<file path="src/rtl/rsm_pkg.sv">
package rsm_pkg;

    localparam int ROUTE_ROWS_DEF = 16;
    localparam int ROUTE_LEN_DEF  = 256;

    localparam logic [2:0] REQ_WRITE = 3'd0;
    localparam logic [2:0] REQ_READ  = 3'd1;
    localparam logic [2:0] REQ_FLIP  = 3'd2;
    localparam logic [2:0] REQ_SWAP  = 3'd3;
    localparam logic [2:0] REQ_SLIDE = 3'd4;

    typedef struct packed {
        logic [2:0]  req_type;
        logic [3:0]  row;
        logic [7:0]  pos_first;
        logic [7:0]  pos_second;
        logic [15:0] write_value;
    } req_t;

    typedef struct packed {
        logic [15:0] read_value;
        logic        status;
    } rsp_t;

    typedef enum logic [3:0] {
        ST_IDLE,
        ST_CHECK,
        ST_WRITE,
        ST_RD_ADDR,
        ST_RD_DATA,
        ST_X_RD_LO,
        ST_X_RD_HI,
        ST_X_WR_LO,
        ST_X_WR_HI,
        ST_SL_HEAD,
        ST_SL_NEXT,
        ST_SL_MOVE,
        ST_SL_TAIL,
        ST_FINISH
    } state_t;

    typedef enum logic [1:0] {
        RA_LO,
        RA_HI,
        RA_LO1,
        RA_LO2
    } raddr_sel_t;

    typedef enum logic [1:0] {
        WD_REQ,
        WD_RDATA,
        WD_HOLD
    } wdata_sel_t;

    typedef struct packed {
        logic       load;
        logic       we;
        logic       waddr_hi;
        wdata_sel_t wdata_sel;
        raddr_sel_t raddr_sel;
        logic       cap_hold;
        logic       cap_value;
        logic       step_pair;
        logic       step_lo;
        logic       finish;
    } ctrl_cmd_t;

    typedef struct packed {
        logic [2:0] kind;
        logic       reject;
        logic       in_range;
        logic       seg_open;
        logic       pair_more;
        logic       slide_more;
    } dp_stat_t;

endpackage

</file>
<file path="src/rtl/rsm_ctrl.sv">
module rsm_ctrl (
    input  logic                clk,
    input  logic                rst_n,
    input  logic                start,
    input  rsm_pkg::dp_stat_t   stat,
    output rsm_pkg::ctrl_cmd_t  cmd,
    output logic                busy
);

    rsm_pkg::state_t state_reg;
    rsm_pkg::state_t state_next;

    always_ff @(posedge clk or negedge rst_n)
    begin
        if (!rst_n)
        begin
            state_reg <= rsm_pkg::ST_IDLE;
        end
        else
        begin
            state_reg <= state_next;
        end
    end

    always_comb
    begin
        state_next = state_reg;
        unique case (state_reg)
            rsm_pkg::ST_IDLE:
            begin
                if (start)
                begin
                    state_next = rsm_pkg::ST_CHECK;
                end
            end
            rsm_pkg::ST_CHECK:
            begin
                priority if (stat.reject || !stat.in_range)
                begin
                    state_next = rsm_pkg::ST_FINISH;
                end
                else if (stat.kind == rsm_pkg::REQ_WRITE)
                begin
                    state_next = rsm_pkg::ST_WRITE;
                end
                else if (stat.kind == rsm_pkg::REQ_READ)
                begin
                    state_next = rsm_pkg::ST_RD_ADDR;
                end
                else if (stat.kind == rsm_pkg::REQ_SWAP
                         || (stat.kind == rsm_pkg::REQ_FLIP && stat.seg_open))
                begin
                    state_next = rsm_pkg::ST_X_RD_LO;
                end
                else if (stat.kind == rsm_pkg::REQ_SLIDE && stat.seg_open)
                begin
                    state_next = rsm_pkg::ST_SL_HEAD;
                end
                else
                begin
                    state_next = rsm_pkg::ST_FINISH;
                end
            end
            rsm_pkg::ST_WRITE:   state_next = rsm_pkg::ST_FINISH;
            rsm_pkg::ST_RD_ADDR: state_next = rsm_pkg::ST_RD_DATA;
            rsm_pkg::ST_RD_DATA: state_next = rsm_pkg::ST_FINISH;
            rsm_pkg::ST_X_RD_LO: state_next = rsm_pkg::ST_X_RD_HI;
            rsm_pkg::ST_X_RD_HI: state_next = rsm_pkg::ST_X_WR_LO;
            rsm_pkg::ST_X_WR_LO: state_next = rsm_pkg::ST_X_WR_HI;
            rsm_pkg::ST_X_WR_HI:
            begin
                if (stat.kind == rsm_pkg::REQ_FLIP && stat.pair_more)
                begin
                    state_next = rsm_pkg::ST_X_RD_HI;
                end
                else
                begin
                    state_next = rsm_pkg::ST_FINISH;
                end
            end
            rsm_pkg::ST_SL_HEAD: state_next = rsm_pkg::ST_SL_NEXT;
            rsm_pkg::ST_SL_NEXT: state_next = rsm_pkg::ST_SL_MOVE;
            rsm_pkg::ST_SL_MOVE:
            begin
                if (!stat.slide_more)
                begin
                    state_next = rsm_pkg::ST_SL_TAIL;
                end
            end
            rsm_pkg::ST_SL_TAIL: state_next = rsm_pkg::ST_FINISH;
            rsm_pkg::ST_FINISH:  state_next = rsm_pkg::ST_IDLE;
            default:             state_next = rsm_pkg::ST_IDLE;
        endcase
    end

    always_comb
    begin
        cmd           = '0;
        cmd.wdata_sel = rsm_pkg::WD_REQ;
        cmd.raddr_sel = rsm_pkg::RA_LO;
        unique case (state_reg)
            rsm_pkg::ST_IDLE:
            begin
                cmd.load = start;
            end
            rsm_pkg::ST_WRITE:
            begin
                cmd.we = 1'b1;
            end
            rsm_pkg::ST_RD_DATA:
            begin
                cmd.cap_value = 1'b1;
            end
            rsm_pkg::ST_X_RD_HI:
            begin
                cmd.raddr_sel = rsm_pkg::RA_HI;
                cmd.cap_hold  = 1'b1;
            end
            rsm_pkg::ST_X_WR_LO:
            begin
                cmd.we        = 1'b1;
                cmd.wdata_sel = rsm_pkg::WD_RDATA;
            end
            rsm_pkg::ST_X_WR_HI:
            begin
                // read of the next low entry overlaps the high write
                cmd.we        = 1'b1;
                cmd.waddr_hi  = 1'b1;
                cmd.wdata_sel = rsm_pkg::WD_HOLD;
                cmd.raddr_sel = rsm_pkg::RA_LO1;
                cmd.step_pair = 1'b1;
            end
            rsm_pkg::ST_SL_NEXT:
            begin
                cmd.raddr_sel = rsm_pkg::RA_LO1;
                cmd.cap_hold  = 1'b1;
            end
            rsm_pkg::ST_SL_MOVE:
            begin
                cmd.we        = 1'b1;
                cmd.wdata_sel = rsm_pkg::WD_RDATA;
                cmd.raddr_sel = rsm_pkg::RA_LO2;
                cmd.step_lo   = 1'b1;
            end
            rsm_pkg::ST_SL_TAIL:
            begin
                cmd.we        = 1'b1;
                cmd.waddr_hi  = 1'b1;
                cmd.wdata_sel = rsm_pkg::WD_HOLD;
            end
            rsm_pkg::ST_FINISH:
            begin
                cmd.finish = 1'b1;
            end
            default:
            begin
            end
        endcase
    end

    assign busy = (state_reg != rsm_pkg::ST_IDLE);

endmodule

</file>
<file path="config.mk">
export PLATFORM = sky130hd
export DESIGN_NAME = rsm_ctrl
export DESIGN_NICKNAME = d
export VERILOG_FILES = /design/src/rtl/rsm_pkg.sv /design/src/rtl/rsm_ctrl.sv
export SDC_FILE = /design/constraint.sdc
export NUM_CORES = 1
export LEC_CHECK = 0
export BUFFER_PORTS_ARGS = -buffer_cell sky130_fd_sc_hd__buf_2
export CORE_AREA = 2 2 39 41
export DETAILED_ROUTE_END_ITERATION = 16
export DIE_AREA = 0 0 41 43
export MAX_ROUTING_LAYER = met4
export PLACE_DENSITY = 0.68
export SLEW_MARGIN = 5
export SYNTH_ARGS = -nofsm -noshare
export SYNTH_HDL_FRONTEND = slang
export SYNTH_SLANG_ARGS = --single-unit
</file>
<file path="constraint.sdc">
create_clock -name clk -period 1.4 [get_ports clk]
set_input_delay 0.07 -clock clk [delete_from_list [all_inputs] [get_ports clk]]
set_output_delay 0.07 -clock clk [all_outputs]
set_load 0.02 [all_outputs]
</file>
# ---- After elaboration in Yosys (flattened, before gate mapping)
# Index checks and enable logic that the tools add are counted.
dict set report classes {
  mux 19
  reduce_logical 16
  eq_ne 19
}
# op n
set op_table {}
lappend op_table {{$pmux W4 S11} 1}
lappend op_table {{$mux W4} 7}
lappend op_table {{$eq A4 B4 Y1 const B} 6}
lappend op_table {{$eq A4 B3 Y1 const B} 4}
lappend op_table {{$eq A4 B2 Y1 const B} 2}
lappend op_table {{$mux W1} 8}
lappend op_table {{$reduce_or A2 Y1} 4}
lappend op_table {{$eq A3 B2 Y1 const B} 2}
lappend op_table {{$pmux W2 S3} 1}
lappend op_table {{$reduce_or A5 Y1} 1}
lappend op_table {{$eq A4 B1 Y1 const B} 1}
lappend op_table {{$logic_not A4 Y1} 1}
lappend op_table {{$ne A2 B2 Y1 const B} 2}
lappend op_table {{$pmux W2 S2} 1}
lappend op_table {{$reduce_bool A4 Y1} 1}
lappend op_table {{$eq A3 B1 Y1 const B} 1}
lappend op_table {{$eq A3 B3 Y1 const B} 1}
lappend op_table {{$logic_and A1 B1 Y1} 3}
lappend op_table {{$logic_not A3 Y1} 1}
lappend op_table {{$mux W3} 1}
lappend op_table {{$reduce_or A3 Y1} 1}
lappend op_table {{$logic_or A1 B1 Y1} 2}
lappend op_table {{$reduce_and A2 Y1} 1}
lappend op_table {{$logic_not A1 Y1} 1}
dict set report totals {
  output_inout_bits 13
  wordCells 55
  inputBits 11
  reg_bits 4
}

# ---- Longest topological paths before layout
dict set report depth {
  ltp_word 8
  ltp_mapped 6
  ltp_nobuf 4
}

# ---- Worst setup path before layout
# Ideal clock, no wire load.
dict set report synth_path {
  path_kind {flip-flop to output port}
  startpoint {register state_reg[0]}
  endpoint {output cmd[10] (netlist name)}
  slack_ps 4
  path_buffers 2
  stages_incl_launch_ff 6
  t_arrival_ps 1326
  required_time_ps 1330
  cell_sequence {dfrtp_1 -> buf_2 -> buf_2 -> xnor2_1 -> nand2_1 -> o21ai_0}
}
# item line_no
set synth_rtl {}
lappend synth_rtl {{from (decl)} rsm_ctrl.sv:10} ;# rsm_pkg::state_t state_reg;
lappend synth_rtl {{from (signal assigned)} rsm_ctrl.sv:17} ;# state_reg <= rsm_pkg::ST_IDLE;
lappend synth_rtl {{from (signal assigned)} rsm_ctrl.sv:21} ;# state_reg <= state_next;
lappend synth_rtl {{to (decl)} rsm_ctrl.sv:6} ;# output rsm_pkg::ctrl_cmd_t cmd,

==> metrics.md <==
| Metric | Value |
|---|---|
| Wire length per cell | between 15 and 20 µm |
| R2R Path End | state_reg[2] |
| Compound-Gate Fraction of Synth Area | around 29% |
| Worst reg2reg path depth | 5 |
| Synth Area in XOR/XNOR | around 1.7% |
| Required time worst endpoint | approximately 1.3 ns |
| Leading area contributor after synthesis | dfrtp_1 |
| Max FO, Critical Path | 7 |
| Setup WS pre-CTS | about 0.024 ns |
| Crit-path slowest cell | dfrtp_2 |
| DRT Wirelength | 1910 µm |
| Utilization after layout | between 60% and 70% |
| Simple-gate area share of the yosys netlist | a little over 40% |
| Highest Clock Rate | roughly 0.7 GHz |
| Die X-Extent | 41 µm |
| Failing checks | setup timing |
| # rows | 14 |
| Crit-path cells | nand2_4, buf_4, nor2_1, o21ai_1, o21ai_2, buf_6 |
| Area Overhead vs Synth | 82.8% |
| Syn avg cell area | about 7.4 µm² |
| Synth Area in Adders | 0% |
| Multi-input logic area | around 460 µm² |
| CTS tree | done |
| Number of diodes | 0 |
| #FFs+latches synth | 4 |
| First-pass GRT wire length | 2420 µm |
| Via count | 700 |
| R2R setup slack | -0.01 ns |
| Num CTS Buffers | 3 |
| Nets | ~120 |
| Filler instances | 110 |
| GRT Total Usage | 21.3% |
| Fin Clk Skew | 0.00944 ns |
| Initial DRC Count | 10 |
| Post-Syn Area | just over 500 µm² |
| Remaining Overflow, GRT | 0 |
| CP startpoint kind | register |
| Max Cap Viol | 0 |
| PwrDens | ~2800 nW/µm² |
| Main synth FF type | dfrtp_1 |
| Largest family of logic cells by synthesized area | simple AND/OR/NAND/NOR gates |
| Worst Hold End | state_reg[0] |
| Sink Count | 4 |
| CP max stage delay | between 0.4 and 0.5 ns |
| Syn Inst Count | 70 |
| Antenna violations before repair | 0 |
| Max-slew headroom | around 76% |
| Drc violations | 0 |
| Static leakage | roughly 0.43 nW |
| Iteration count of the initial detailed-routing pass | 4 |
| Post-synth EDFFs | 0 |
| Number of port buffers | 23 |
| Largest net degree at the start of global routing | 12 |
| Yosys warns | 0 |
| Clk slew on worst S/H paths | about 0.040 ns |
| Main area contributors after synthesis | dfrtp_1 (19%), nand2b_1 (8.5%), nor2_1 (6.6%), and2_1 (6.1%), o31ai_1 (4.4%) |
| Die footprint | ~1800 µm² |
| Min-Delay Path Class | primary input to register |
| VDD IR max | around 0.0013 V |
| Crit share post-route | 105% |
| Placed cell count | between 100 and 150 |
| Fraction of synthesized area in multiplexers | 1.94% |
| Non-Filler Instances | 124 |
| Root Buffer | clkbuf_4 |
| Async S/R FF share, synth | 100% |
| Synth cell types | 32 |
| Worst hold start | stat[0] |
| Clk Latency, worst-skew pair | between 0.2 and 0.3 ns |
| Final WS setup | -0.0693 ns |
| Via density | roughly 5.6 |
| Top cell type's share of synthesized area | between 10% and 20% |
| GP Congestion | between 0.8 and 0.9 |
| HPWL after DPL | 1080 µm |
| Largest buffer count on any clock path | 2 |
| Syn nets | 81 |
| Fin. Hold Viols | 0 |
| Max reg flops | 4 |
| Top Ports | 24 |
| Die H | 43 µm |
| Vias in the first global route | 542 |
| Minimum clock period after layout | around 1.5 ns |
| Worst Tran Pin Value | between 0.3 and 0.4 ns |
| Number of routed nets with antenna violations | 0 |
| Arrival time worst endpoint | approximately 1.4 ns |
| Hold Path Depth | 2 |
| Initial Util | a little under two fifths |
| Crit end category | primary output |
| CP Class | register to primary output |
| Outcome | complete, but fails checks |
| Sequential fraction of the synthesis area | between 10% and 20% |
| Max Slew Vio Count | 0 |
| Register Area | between 100 and 150 µm² |
| R2r startpoint | state_reg[1] |
| Unrepaired setup endpoints after global routing | true |
| Final setup viols | 8 |
| H-tree Lvls | 1 |
| Share of cells above drive strength 1 | roughly three fifths |
| Core area | 1380 µm² |
==> worst max-delay path, delay by kind of cell (launching register included) <==
family | cells | cell delay (ns)
compound gates | 2 | 0.26
flops | 1 | 0.47
simple gates | 2 | 0.16
buf+inv | 2 | 0.25
==> placed cells by master, fill, tap and decap left out, drive strengths merged, types with 3 or more instances in the layout <==
| master | count |
|---|---|
| buf | 40 |
| nor2 | 9 |
| nand2b | 7 |
| and2 | 5 |
| nand2 | 5 |
| o21ai | 4 |
| dfrtp | 4 |
| clkbuf | 3 |
| o31ai | 3 |
==> metrics by stage <==
stage	hold slack [ns]	area [µm²]	total power [mW]	TNS, ns
floorplan	-0.226	515	1.24	0
global placement	-0.126	703	1.70	0
detailed placement	-0.125	703	1.72	0
CTS	0.100	820	2.14	-0.0940
global route	0.133	942	2.80	-0.727
finish	0.129	942	2.62	-0.158
==> layer usage <==
| layer | vias to the layer above | track usage [%] | share of wire, % | routed length, µm |
|---|---|---|---|---|
| li1 | 331 | - | - | - |
| met1 | 332 | 24.0 | 39 | 745 |
| met2 | 29 | 35.6 | 53 | 1020 |
| met3 | 8 | 1.57 | 3.9 | 74 |
| met4 | 0 | 10.0 | 4.0 | 76 |
| met5 | - | - | 0 | 0 |
==> power breakdown <==
| part | switching [mW] | total, mW | internal (mW) |
|---|---|---|---|
| logic | 1.06 | 2.16 | 1.10 |
| registers | 0.113 | 0.302 | 0.189 |
| clock network | 0.0605 | 0.157 | 0.0968 |
==> Yosys cell counts, drive strengths merged, types with 2 or more instances <==
master	number
o21a	2
nor2b	2
nand2b	7
nor3	2
o21ai	4
nand3	2
nor2	9
and2	5
o31ai	3
buf	5
a21oi	2
dfrtp	4
nand2	5
==> how the worst max path moves through the flow <==
stage | from | to | cells past startpoint
6_report | state_reg[1] | cmd[10] | 6
5_1_grt | state_reg[1] | cmd[10] | 6
4_1_cts | state_reg[1] | cmd[10] | 6
3_5_place_dp | state_reg[0] | state_reg[2] | 5
3_3_place_gp | state_reg[3] | state_reg[1] | 3
2_1_floorplan | state_reg[0] | cmd[10] | 5
==> area by class of cell <==
cell class / count / area share (%)
clock buffer: 3 / 2.39
multi-input combinational: 60 / 49.3
sequential: 4 / 11.0
timing repair buffer: 41 / 35.2
tap: 16 / 2.12
==> logic make-up (layout without fill, tap and decap cells) <==
| group | after synthesis | count (layout) |
|---|---|---|
| compound gates | 20 | 20 |
| xor+xnor | 1 | 1 |
| buf+inv | 6 | 44 |
| flops | 4 | 4 |
| mux | 1 | 1 |
| simple gates | 38 | 38 |
==> what timing repair did <==
| action | CTS | global route |
|---|---|---|
| resized for setup | 15 | 33 |
| hold endpoints to repair | 4 | 0 |
| hold buffers | 1 | 0 |
| pin swaps | 3 | 7 |
| endpoints found under the setup margin | 10 | 14 |
| buffers inserted | 5 | 2 |
No activity file was read; power rests on OpenSTA's default activity.
